--- config.mk ---
export PLATFORM = sky130hd
export DESIGN_NAME = two_axis_stick_shaper_top
export DESIGN_NICKNAME = d
export VERILOG_FILES = /design/src/hdl/stkshp_pkg.sv /design/src/hdl/two_axis_stick_shaper_top.sv /design/src/hdl/stkshp_lane.sv /design/src/hdl/stkshp_outbuf.sv
export SDC_FILE = /design/constraint.sdc
export NUM_CORES = 2
export LEC_CHECK = 0
export BUFFER_PORTS_ARGS = -buffer_cell sky130_fd_sc_hd__buf_2
export CORE_MARGIN = 10
export CORE_UTILIZATION = 30
export DETAILED_ROUTE_END_ITERATION = 16
export GPL_ROUTABILITY_DRIVEN = 0
export PLACE_DENSITY = 0.49
export SETUP_SLACK_MARGIN = 0.2
export SYNTH_ARGS = -nofsm -noshare
export SYNTH_HDL_FRONTEND = slang
export SYNTH_SLANG_ARGS = --single-unit
--- constraint.sdc ---
create_clock -name clk -period 7.5 [get_ports clk]
set_input_delay 1.125 -clock clk [delete_from_list [all_inputs] [get_ports clk]]
set_output_delay 1.125 -clock clk [all_outputs]
set_load 0.02 [all_outputs]
--- src/hdl/stkshp_pkg.sv ---
// ----------------------------------------------------------------------------
// Stick shaper package
// Shared widths, constants, codes and control types of the two-axis stick
// shaper and its lanes.
// ----------------------------------------------------------------------------
package stkshp_pkg;

	// Default tick divider.
	localparam int TICK_DIVIDE_DEF = 4;

	// Field and datapath widths.
	localparam int SAMP_W   = 16;  // stick sample
	localparam int OUT_W    = 17;  // shaped command
	localparam int LAST_W   = 18;  // held command, holds -32768 .. 65535
	localparam int RAMP_W   = 19;  // hat ramp sum and signed gain result
	localparam int MAG_W    = 17;  // magnitude before gain, up to 32768
	localparam int PCT_W    = 7;
	localparam int GAIN_W   = 9;
	localparam int DZP_W    = 23;  // dead zone percent times cal maximum
	localparam int PROD_W   = 26;  // magnitude times gain
	localparam int QUO_W    = 18;  // gained magnitude after divide by 100
	localparam int SRC_W    = 2;
	localparam int CFG_IDX_W = 3;
	localparam int CFG_DAT_W = 16;
	localparam int S_DATA_W = 72;
	localparam int M_DATA_W = 40;

	// Divide by 100 through a reciprocal: q = (m * RECIP) >> RECIP_SHIFT.
	// Exact for m below 2^24, which covers 32768 * 511.
	localparam int RECIP_W     = 25;
	localparam int RECIP_SHIFT = 31;
	localparam logic [RECIP_W-1:0] RECIP_100 = 25'd21474837;
	localparam logic [DZP_W-1:0]   PCT_SCALE = 23'd100;

	// Hat ramp step and the fixed bound for the hat source.
	localparam logic signed [RAMP_W-1:0] HAT_STEP  = 19'sd983;
	localparam logic signed [RAMP_W-1:0] HAT_LIMIT = 19'sd32768;

	// Source codes.
	localparam logic [SRC_W-1:0] SRC_HAT    = 2'd0;
	localparam logic [SRC_W-1:0] SRC_AXES01 = 2'd1;
	localparam logic [SRC_W-1:0] SRC_AXES23 = 2'd2;
	localparam logic [SRC_W-1:0] SRC_NONE   = 2'd3;

	// Register indexes.
	localparam logic [CFG_IDX_W-1:0] REG_AXIS_SOURCE   = 3'd0;
	localparam logic [CFG_IDX_W-1:0] REG_DEADZONE_PCT  = 3'd1;
	localparam logic [CFG_IDX_W-1:0] REG_GAIN_PCT      = 3'd2;
	localparam logic [CFG_IDX_W-1:0] REG_ROLL_CAL_MIN  = 3'd3;
	localparam logic [CFG_IDX_W-1:0] REG_ROLL_CAL_MAX  = 3'd4;
	localparam logic [CFG_IDX_W-1:0] REG_PITCH_CAL_MIN = 3'd5;
	localparam logic [CFG_IDX_W-1:0] REG_PITCH_CAL_MAX = 3'd6;

	// Register reset values.
	localparam logic [GAIN_W-1:0] GAIN_RST = 9'd100;
	localparam logic [SAMP_W-1:0] CAL_MIN_RST = 16'h8000;
	localparam logic [SAMP_W-1:0] CAL_MAX_RST = 16'h8000;

	// Pipeline control shared by both lanes.
	typedef struct packed {
		logic adv;     // all stages move one step
		logic commit;  // last stage holds a result that leaves this cycle
	} lane_ctrl_t;

	// Per-lane view of the configuration.
	typedef struct packed {
		logic                     hat_mode;
		logic [GAIN_W-1:0]        gain;
		logic [DZP_W-1:0]         dz_prod;
		logic signed [SAMP_W-1:0] cal_min;
		logic [SAMP_W-1:0]        cal_max;
	} lane_cfg_t;

endpackage

--- src/hdl/two_axis_stick_shaper_top.sv ---
// ----------------------------------------------------------------------------
// Two-axis stick shaper
// Channel    Dir  Handshake                     Contents
// s_axis     in   s_axis_tvalid/s_axis_tready   one tick: axes, hats, enable
// m_axis     out  m_axis_tvalid/m_axis_tready   roll and pitch commands
// cfg        in   cfg_valid/cfg_ready           register index and data
//
// A tick is taken every cycle unless the buffer is full or a hat tick waits.
// A due tick runs through four lane stages into a two-word output buffer.
// With the hat source and TICK_DIVIDE below 4, a due tick waits for the
// previous result to reach the held command in the lanes.
// When both buffer words wait on m_axis, the lanes and s_axis stall.
// Reset is asynchronous and needs no sweep; cfg_ready is always high.
// ----------------------------------------------------------------------------
module two_axis_stick_shaper_top #(
	parameter int TICK_DIVIDE = stkshp_pkg::TICK_DIVIDE_DEF
) (
	input  logic                                 clk,
	input  logic                                 arst_n,
	input  logic                                 s_axis_tvalid,
	output logic                                 s_axis_tready,
	// [15:0] axis_zero, [31:16] axis_one, [47:32] axis_two, [63:48] axis_three,
	// [64] hat_up, [65] hat_down, [66] hat_left, [67] hat_right, rest zero
	input  logic [stkshp_pkg::S_DATA_W-1:0]      s_axis_tdata,
	// [0] enable
	input  logic                                 s_axis_tuser,
	output logic                                 m_axis_tvalid,
	input  logic                                 m_axis_tready,
	// [16:0] roll_out, [33:17] pitch_out, rest zero
	output logic [stkshp_pkg::M_DATA_W-1:0]      m_axis_tdata,
	input  logic                                 cfg_valid,
	output logic                                 cfg_ready,
	input  logic [stkshp_pkg::CFG_IDX_W-1:0]     cfg_addr,
	input  logic [stkshp_pkg::CFG_DAT_W-1:0]     cfg_data
);
	import stkshp_pkg::*;

	localparam int TICK_W = (TICK_DIVIDE > 1) ? $clog2(TICK_DIVIDE) : 1;
	localparam logic [TICK_W-1:0] TICK_DUE = TICK_W'(TICK_DIVIDE - 1);

	logic [SRC_W-1:0]  src_q;
	logic [PCT_W-1:0]  pct_q;
	logic [GAIN_W-1:0] gain_q;
	logic [SAMP_W-1:0] roll_min_q;
	logic [SAMP_W-1:0] roll_max_q;
	logic [SAMP_W-1:0] pitch_min_q;
	logic [SAMP_W-1:0] pitch_max_q;
	logic [DZP_W-1:0]  roll_dzp_q;
	logic [DZP_W-1:0]  pitch_dzp_q;
	logic [TICK_W-1:0] tick_q;
	logic              v_s1;
	logic              v_s2;
	logic              v_s3;
	logic              v_s4;

	logic              cfg_wr;
	logic              accept;
	logic              due;
	logic              hazard;
	logic              load;
	logic              space;
	logic              axes23;
	lane_ctrl_t        ctrl;
	lane_cfg_t         roll_cfg;
	lane_cfg_t         pitch_cfg;
	logic signed [SAMP_W-1:0] roll_samp;
	logic signed [SAMP_W-1:0] pitch_samp;
	logic signed [OUT_W-1:0]  roll_res;
	logic signed [OUT_W-1:0]  pitch_res;

	// Configuration registers.
	assign cfg_ready = 1'b1;
	assign cfg_wr    = cfg_valid & cfg_ready;

	always_ff @(posedge clk or negedge arst_n) begin
		if (!arst_n) begin
			src_q       <= SRC_HAT;
			pct_q       <= '0;
			gain_q      <= GAIN_RST;
			roll_min_q  <= CAL_MIN_RST;
			roll_max_q  <= CAL_MAX_RST;
			pitch_min_q <= CAL_MIN_RST;
			pitch_max_q <= CAL_MAX_RST;
		end else if (cfg_wr) begin
			case (cfg_addr)
				REG_AXIS_SOURCE:   src_q       <= cfg_data[SRC_W-1:0];
				REG_DEADZONE_PCT:  pct_q       <= cfg_data[PCT_W-1:0];
				REG_GAIN_PCT:      gain_q      <= cfg_data[GAIN_W-1:0];
				REG_ROLL_CAL_MIN:  roll_min_q  <= cfg_data;
				REG_ROLL_CAL_MAX:  roll_max_q  <= cfg_data;
				REG_PITCH_CAL_MIN: pitch_min_q <= cfg_data;
				REG_PITCH_CAL_MAX: pitch_max_q <= cfg_data;
				default:           src_q       <= src_q;
			endcase
		end
	end

	// Dead zone products follow the registers in the next cycle.
	always_ff @(posedge clk or negedge arst_n) begin
		if (!arst_n) begin
			roll_dzp_q  <= '0;
			pitch_dzp_q <= '0;
		end else begin
			roll_dzp_q  <= DZP_W'(pct_q) * DZP_W'(roll_max_q);
			pitch_dzp_q <= DZP_W'(pct_q) * DZP_W'(pitch_max_q);
		end
	end

	// The buffer's free space gates every stage.
	assign ctrl.adv = space;

	// Handshake: a due hat tick waits while an earlier result is still
	// ahead of the last stage, since it ramps from that result.
	assign due           = (tick_q == TICK_DUE);
	assign hazard        = due && (src_q == SRC_HAT) && (v_s1 || v_s2 || v_s3);
	assign s_axis_tready = ctrl.adv & ~hazard;
	assign accept        = s_axis_tvalid & s_axis_tready;
	assign load          = accept && s_axis_tuser && due && (src_q != SRC_NONE);

	// Tick divider; it holds at the due count while the source emits nothing.
	always_ff @(posedge clk or negedge arst_n) begin
		if (!arst_n) begin
			tick_q <= '0;
		end else if (accept && s_axis_tuser) begin
			if (!due) begin
				tick_q <= tick_q + TICK_W'(1);
			end else if (src_q != SRC_NONE) begin
				tick_q <= '0;
			end
		end
	end

	// Valid bits of the lane stages.
	always_ff @(posedge clk or negedge arst_n) begin
		if (!arst_n) begin
			v_s1 <= 1'b0;
			v_s2 <= 1'b0;
			v_s3 <= 1'b0;
			v_s4 <= 1'b0;
		end else if (ctrl.adv) begin
			v_s1 <= load;
			v_s2 <= v_s1;
			v_s3 <= v_s2;
			v_s4 <= v_s3;
		end
	end

	assign ctrl.commit = v_s4 & ctrl.adv;

	// Lane inputs.
	assign axes23     = (src_q == SRC_AXES23);
	assign roll_samp  = axes23 ? s_axis_tdata[47:32] : s_axis_tdata[15:0];
	assign pitch_samp = axes23 ? s_axis_tdata[63:48] : s_axis_tdata[31:16];

	assign roll_cfg.hat_mode  = (src_q == SRC_HAT);
	assign roll_cfg.gain      = gain_q;
	assign roll_cfg.dz_prod   = roll_dzp_q;
	assign roll_cfg.cal_min   = roll_min_q;
	assign roll_cfg.cal_max   = roll_max_q;
	assign pitch_cfg.hat_mode = (src_q == SRC_HAT);
	assign pitch_cfg.gain     = gain_q;
	assign pitch_cfg.dz_prod  = pitch_dzp_q;
	assign pitch_cfg.cal_min  = pitch_min_q;
	assign pitch_cfg.cal_max  = pitch_max_q;

	// Roll lane: left decreases, right increases.
	stkshp_lane u_roll (
		.clk    (clk),
		.arst_n (arst_n),
		.ctrl   (ctrl),
		.cfg    (roll_cfg),
		.sample (roll_samp),
		.dec    (s_axis_tdata[66]),
		.inc    (s_axis_tdata[67]),
		.result (roll_res)
	);

	// Pitch lane: up decreases, down increases.
	stkshp_lane u_pitch (
		.clk    (clk),
		.arst_n (arst_n),
		.ctrl   (ctrl),
		.cfg    (pitch_cfg),
		.sample (pitch_samp),
		.dec    (s_axis_tdata[64]),
		.inc    (s_axis_tdata[65]),
		.result (pitch_res)
	);

	// Merge the lanes into the output buffer.
	stkshp_outbuf u_outbuf (
		.clk           (clk),
		.arst_n        (arst_n),
		.push          (ctrl.commit),
		.roll_in       (roll_res),
		.pitch_in      (pitch_res),
		.space         (space),
		.m_axis_tvalid (m_axis_tvalid),
		.m_axis_tready (m_axis_tready),
		.m_axis_tdata  (m_axis_tdata)
	);

endmodule

--- src/hdl/stkshp_lane.sv ---
// ----------------------------------------------------------------------------
// Stick shaper lane
// One channel: hat ramp or dead zone, gain in percent, clamp, and the held
// last command. Four stages; the held command updates as a result leaves.
// ----------------------------------------------------------------------------
module stkshp_lane (
	input  logic                              clk,
	input  logic                              arst_n,
	input  stkshp_pkg::lane_ctrl_t            ctrl,
	input  stkshp_pkg::lane_cfg_t             cfg,
	input  logic signed [stkshp_pkg::SAMP_W-1:0] sample,
	input  logic                              dec,
	input  logic                              inc,
	output logic signed [stkshp_pkg::OUT_W-1:0]  result
);
	import stkshp_pkg::*;

	logic signed [SAMP_W-1:0] samp_s1;
	logic                     dec_s1;
	logic                     inc_s1;
	logic                     neg_s2;
	logic [MAG_W-1:0]         mag_s2;
	logic                     neg_s3;
	logic [PROD_W-1:0]        prod_s3;
	logic                     neg_s4;
	logic [QUO_W-1:0]         quo_s4;
	logic signed [LAST_W-1:0] last_q;

	logic signed [RAMP_W-1:0] last_x;
	logic signed [RAMP_W-1:0] ramp_sum;
	logic signed [RAMP_W-1:0] ramp_v;
	logic signed [RAMP_W-1:0] samp_x;
	logic [MAG_W-1:0]         samp_mag;
	logic [DZP_W-1:0]         zone_thr;
	logic                     in_zone;
	logic signed [RAMP_W-1:0] sel_v;
	logic signed [RAMP_W-1:0] sel_abs;
	logic [PROD_W+RECIP_W-1:0] recip_prod;
	logic signed [RAMP_W-1:0] gained;
	logic signed [RAMP_W-1:0] hi_bound;
	logic signed [RAMP_W-1:0] lo_bound;
	logic signed [RAMP_W-1:0] clamped;

	// Stage 1 captures the word fields.
	always_ff @(posedge clk) begin
		if (ctrl.adv) begin
			samp_s1 <= sample;
			dec_s1  <= dec;
			inc_s1  <= inc;
		end
	end

	// Hat ramp from the held command, or zero with no hat pressed, clamped to the fixed limit.
	always_comb begin
		last_x = RAMP_W'(last_q);
		if (dec_s1) begin
			ramp_sum = last_x - HAT_STEP;
		end else if (inc_s1) begin
			ramp_sum = last_x + HAT_STEP;
		end else begin
			ramp_sum = '0;
		end
		ramp_v = ramp_sum;
		if (ramp_v > HAT_LIMIT) begin
			ramp_v = HAT_LIMIT;
		end
		if (ramp_v < -HAT_LIMIT) begin
			ramp_v = -HAT_LIMIT;
		end
	end

	// Dead zone: |v| < floor(P / 100) is the same as 100 * (|v| + 1) <= P.
	always_comb begin
		samp_x   = RAMP_W'(samp_s1);
		samp_mag = samp_s1[SAMP_W-1] ? MAG_W'(-samp_x) : MAG_W'(samp_x);
		zone_thr = (DZP_W'(samp_mag) + DZP_W'(1)) * PCT_SCALE;
		in_zone  = (zone_thr <= cfg.dz_prod);
		if (cfg.hat_mode) begin
			sel_v = ramp_v;
		end else if (in_zone) begin
			sel_v = '0;
		end else begin
			sel_v = samp_x;
		end
		sel_abs = sel_v[RAMP_W-1] ? -sel_v : sel_v;
	end

	// Stage 2 holds sign and magnitude.
	always_ff @(posedge clk) begin
		if (ctrl.adv) begin
			neg_s2 <= sel_v[RAMP_W-1];
			mag_s2 <= sel_abs[MAG_W-1:0];
		end
	end

	// Stage 3 holds magnitude times gain.
	always_ff @(posedge clk) begin
		if (ctrl.adv) begin
			neg_s3  <= neg_s2;
			prod_s3 <= PROD_W'(mag_s2) * PROD_W'(cfg.gain);
		end
	end

	// Stage 4 holds the product divided by 100.
	assign recip_prod = (PROD_W+RECIP_W)'(prod_s3) * (PROD_W+RECIP_W)'(RECIP_100);

	always_ff @(posedge clk) begin
		if (ctrl.adv) begin
			neg_s4 <= neg_s3;
			quo_s4 <= recip_prod[RECIP_SHIFT +: QUO_W];
		end
	end

	// Restore the sign, then the upper bound and the lower bound last.
	always_comb begin
		gained   = neg_s4 ? -$signed({1'b0, quo_s4}) : $signed({1'b0, quo_s4});
		hi_bound = cfg.hat_mode ? HAT_LIMIT : $signed(RAMP_W'(cfg.cal_max));
		lo_bound = cfg.hat_mode ? -HAT_LIMIT : RAMP_W'(cfg.cal_min);
		clamped  = gained;
		if (clamped > hi_bound) begin
			clamped = hi_bound;
		end
		if (clamped < lo_bound) begin
			clamped = lo_bound;
		end
	end

	assign result = clamped[OUT_W-1:0];

	// Held command for the hat ramp.
	always_ff @(posedge clk or negedge arst_n) begin
		if (!arst_n) begin
			last_q <= '0;
		end else if (ctrl.commit) begin
			last_q <= clamped[LAST_W-1:0];
		end
	end

endmodule

--- src/hdl/stkshp_outbuf.sv ---
// ----------------------------------------------------------------------------
// Stick shaper output buffer
// Merges the two lane results into one word and holds up to two words, so
// the lanes keep moving while a word waits on the master side.
// ----------------------------------------------------------------------------
module stkshp_outbuf (
	input  logic                              clk,
	input  logic                              arst_n,
	input  logic                              push,
	input  logic signed [stkshp_pkg::OUT_W-1:0] roll_in,
	input  logic signed [stkshp_pkg::OUT_W-1:0] pitch_in,
	output logic                              space,
	output logic                              m_axis_tvalid,
	input  logic                              m_axis_tready,
	output logic [stkshp_pkg::M_DATA_W-1:0]   m_axis_tdata
);
	import stkshp_pkg::*;

	localparam int PAY_W = 2 * OUT_W;

	logic [1:0]       cnt_q;
	logic [PAY_W-1:0] head_q;
	logic [PAY_W-1:0] skid_q;
	logic [PAY_W-1:0] merged;
	logic             pop;

	assign merged        = {pitch_in, roll_in};
	assign m_axis_tvalid = (cnt_q != 2'd0);
	assign m_axis_tdata  = M_DATA_W'(head_q);
	assign pop           = m_axis_tvalid & m_axis_tready;
	assign space         = (cnt_q != 2'd2);

	// Word count.
	always_ff @(posedge clk or negedge arst_n) begin
		if (!arst_n) begin
			cnt_q <= 2'd0;
		end else begin
			case ({push, pop})
				2'b10:   cnt_q <= cnt_q + 2'd1;
				2'b01:   cnt_q <= cnt_q - 2'd1;
				default: cnt_q <= cnt_q;
			endcase
		end
	end

	// Head and skid words.
	always_ff @(posedge clk) begin
		case (cnt_q)
			2'd0: begin
				if (push) begin
					head_q <= merged;
				end
			end
			2'd1: begin
				if (push && pop) begin
					head_q <= merged;
				end else if (push) begin
					skid_q <= merged;
				end
			end
			2'd2: begin
				if (pop) begin
					head_q <= skid_q;
				end
			end
			default: begin
				head_q <= head_q;
			end
		endcase
	end

endmodule
==> results.md <==
- Largest stage delay on the critical path: 550 ps
- XOR/XNOR share of the synthesized area: 4.22%
- Mux cell area share after synthesis: 3.33%
- Drt pass-1 iters: 6
- Worst Setup End Kind: flip-flop
- Routed Antenna Nets: 0
- Initial Util: 30.2%
- Commonest non-fill, non-tap cell in the layout: inv_1
- Core ar.: 207000 µm²
- Fillers: 21100
- Layout cells sized above 1: 15.1%
- Die Area: 228000 µm²
- Routed via count: 45200
- CP Launch Type: flip-flop
- Family with the most delay on the worst path: compound AO/OA/AOI/OAI gates
- WL/cell: 18.4 µm
- Flop-to-flop setup slack: 190 ps
- Worst R2R End: u_roll.mag_s2[12]$_DFFE_PN_
- Syn-to-layout area delta: 15.5%
- CP max stage cell: fa_1
- Detailed Route Iter0 Violations: 2211
- CTS Root Cell: clkbuf_16
- Global route overflow: 0
- Layout Utilization: 34.9%
- Yosys top cell area share: 27.2%
- Ys Warns: 0
- Measured slew at the worst slew-check pin: 1240 ps
- Share of async-settable or async-resettable flops after synthesis: 42.6%
- Clk Latency, worst-skew pair: 670 ps
- Area of the mapped netlist: 62700 µm²
- Hold EP: u_roll.neg_s3$_DFFE_PN_
- Port buffer count: 128
- Sequential element share of the synthesized area: 18.0%
- Synth unique cells: 93
- Final min period: 7310 ps
- Htree depth: 2
- DR vias/cell: 4.74
- Final Skew: 38.9 ps
- Critical path arrival: 7720 ps
- Unrepaired setup endpoints after global routing: yes
- Slew Viols, Final: 0
- Final hold slack: 421 ps
- Synth Area in Adders: 46.7%
- Post-synth EDFFs: 232
- Metal2 WL: 85100 µm
- FP Rows: 167
- Final hold vios: 0
- Crit path buffers/inverters: 7
- Post-Synthesis Cells: 6368
- Final setup fails: 0
- Setup_tns: 0 ps
- Final cycle utilization of the critical path: 97.5%
- Clock slew seen by the registers of the worst setup and hold paths: 70 ps
- WL final: 176000 µm
- Metal-1 WL: 80500 µm
- Synth Area in Simple Gates: 10.9%
- Largest net degree at the start of global routing: 90
- Post-synth top area cell: fa_1
- Worst Hold Class: flip-flop to flip-flop
- Boundary pin count: 140
- Worst-path fanout max: 5
- Worst Hold Depth: 0
- First-pass GRT wire length: 279000 µm
- Synth Flop Type: edfxtp_1
- Syn Area/Cell: 9.85 µm²
- Detail Placement HPWL: 146000 µm
- Largest family of logic cells by synthesized area: adder cells
- Nets: 8627
- Maximum root-to-sink buffer count: 3
- DR top layer: met5
- Synth Register Bits: 404
- DR WL met3: 5430 µm
- Total Routing Usage GR: 15.3%
- Max-slew headroom: 17.3%
- Reg2Reg Launch Point: u_roll.samp_s1[3]$_DFFE_PN_
- DR DRC count: 0
- Max Freq: 137 MHz
- Synth Area in Compound Gates: 8.18%
- Req. time, crit path: 7910 ps
- R2R depth: 37
- Hold path start: u_roll.neg_s2$_DFFE_PN_
- Clock sink total: 404
- CTS tree: built
- Most frequent cells in the layout: inv_1 (1198), ha_1 (943), fa_1 (852), nand2_1 (573), buf_4 (350)
- Crit path kind: flip-flop to flip-flop
- Initial antenna violation count: 19
- Die H: 477 µm
- Cell depth of the worst setup path: 37
- Status: finished clean
- Synth area leaders: fa_1 (27%), ha_1 (19%), edfxtp_1 (11%)
- Vias in the first global route: 48600
- Die Wd: 477 µm
- Max cap viols: 0
- CTS Buf Count: 51
state kept, by name, summed over array words and instances, names as in the netlist, 2 cells and up:
name / cells
gain_q: 9
pct_q: 7
pitch_dzp_q: 23
pitch_max_q: 16
pitch_min_q: 16
roll_dzp_q: 23
roll_max_q: 16
roll_min_q: 16
src_q: 2
tick_q: 2
u_outbuf.cnt_q: 2
u_outbuf.head_q: 34
u_outbuf.skid_q: 34
u_pitch.last_q: 18
u_pitch.mag_s2: 17
u_pitch.prod_s3: 26
u_pitch.quo_s4: 18
u_pitch.samp_s1: 16
u_roll.last_q: 18
u_roll.mag_s2: 17
u_roll.prod_s3: 26
u_roll.quo_s4: 18
u_roll.samp_s1: 16
cells in the mapped netlist (20+ instances only):
cell type,n
mux2i_1,35
dfrtp_1,165
or3_1,25
or4_1,20
xor2_1,106
buf_1,33
inv_1,1213
clkbuf_1,175
a21oi_1,178
nor2b_1,43
nand2b_1,32
and2_1,217
xnor2_1,196
edfxtp_1,232
nand2_1,594
nand3_1,72
a31oi_1,25
nor2_1,222
fa_1,852
a221oi_1,34
nand4_1,42
a211oi_1,28
o31ai_1,23
a22oi_1,21
ha_1,976
a21o_1,75
nor3_1,71
o21ai_0,177
and3_1,26
mux2_2,152
o21a_1,42
cell type report:
| class | count | area (µm²) | share of cell area (%) |
|---|---|---|---|
| multi-input combinational | 4533 | 47700 | 65.9 |
| tap | 2788 | 3490 | 4.81 |
| sequential | 404 | 11300 | 15.6 |
| antenna | 7 | 17.5 | 0.0242 |
| inverter | 1214 | 4570 | 6.31 |
| timing repair buffer | 498 | 3580 | 4.94 |
| clock buffer | 67 | 1430 | 1.97 |
| clock inverter | 29 | 344 | 0.475 |
stage by stage:
step / cell area [µm²] / std cells / worst slack [ps]
after floorplan: 63200 / 6381 / 192
after global placement: 68700 / 9360 / -78.3
after detailed placement: 68700 / 9360 / -105
after CTS: 70900 / 9478 / 205
after global routing: 72400 / 9535 / -219
final: 72400 / 9540 / 187
timing repair:
| action | in CTS | in global routing |
|---|---|---|
| resized for setup | 56 | 217 |
| gates cloned | 1 | 1 |
| buffers inserted | 21 | 54 |
| endpoints found under the setup margin | 26 | 93 |
| pin swaps | 21 | 91 |
| hold buffers | 0 | 0 |
layer usage:
| layer | vias to the layer above | track usage (%) |
|---|---|---|
| met3 | 156 | 1.54 |
| li1 | 21400 | - |
| met2 | 638 | 26.6 |
| met4 | 10 | 3.20 |
| met1 | 22900 | 20.7 |
| met5 | - | 0 |
worst max path at each step:
stage,startpoint,endpoint
finish,u_roll.samp_s1[3]$_DFFE_PN_,u_roll.mag_s2[12]$_DFFE_PN_
global route,u_roll.samp_s1[3]$_DFFE_PN_,u_roll.mag_s2[12]$_DFFE_PN_
CTS,u_roll.prod_s3[10]$_DFFE_PN_,u_roll.quo_s4[17]$_DFFE_PN_
detailed placement,u_pitch.samp_s1[0]$_DFFE_PN_,u_pitch.mag_s2[5]$_DFFE_PN_
global placement,u_pitch.samp_s1[0]$_DFFE_PN_,u_pitch.mag_s2[5]$_DFFE_PN_
floorplan,u_roll.samp_s1[0]$_DFFE_PN_,u_roll.mag_s2[12]$_DFFE_PN_
cells by family (layout without fill, tap and decap cells):
logic type / Yosys count / in the layout
flops: 404 / 404
simple gates: 1426 / 1426
fa+ha+maj: 1828 / 1828
other cells: 2 / 22
xor+xnor: 302 / 302
compound gates: 773 / 773
mux: 189 / 189
buf+inv: 1444 / 1808
Power is left out: the tool's default activity adds up to more than one toggle a clock period on the data nets, which glitch-free logic cannot reach.
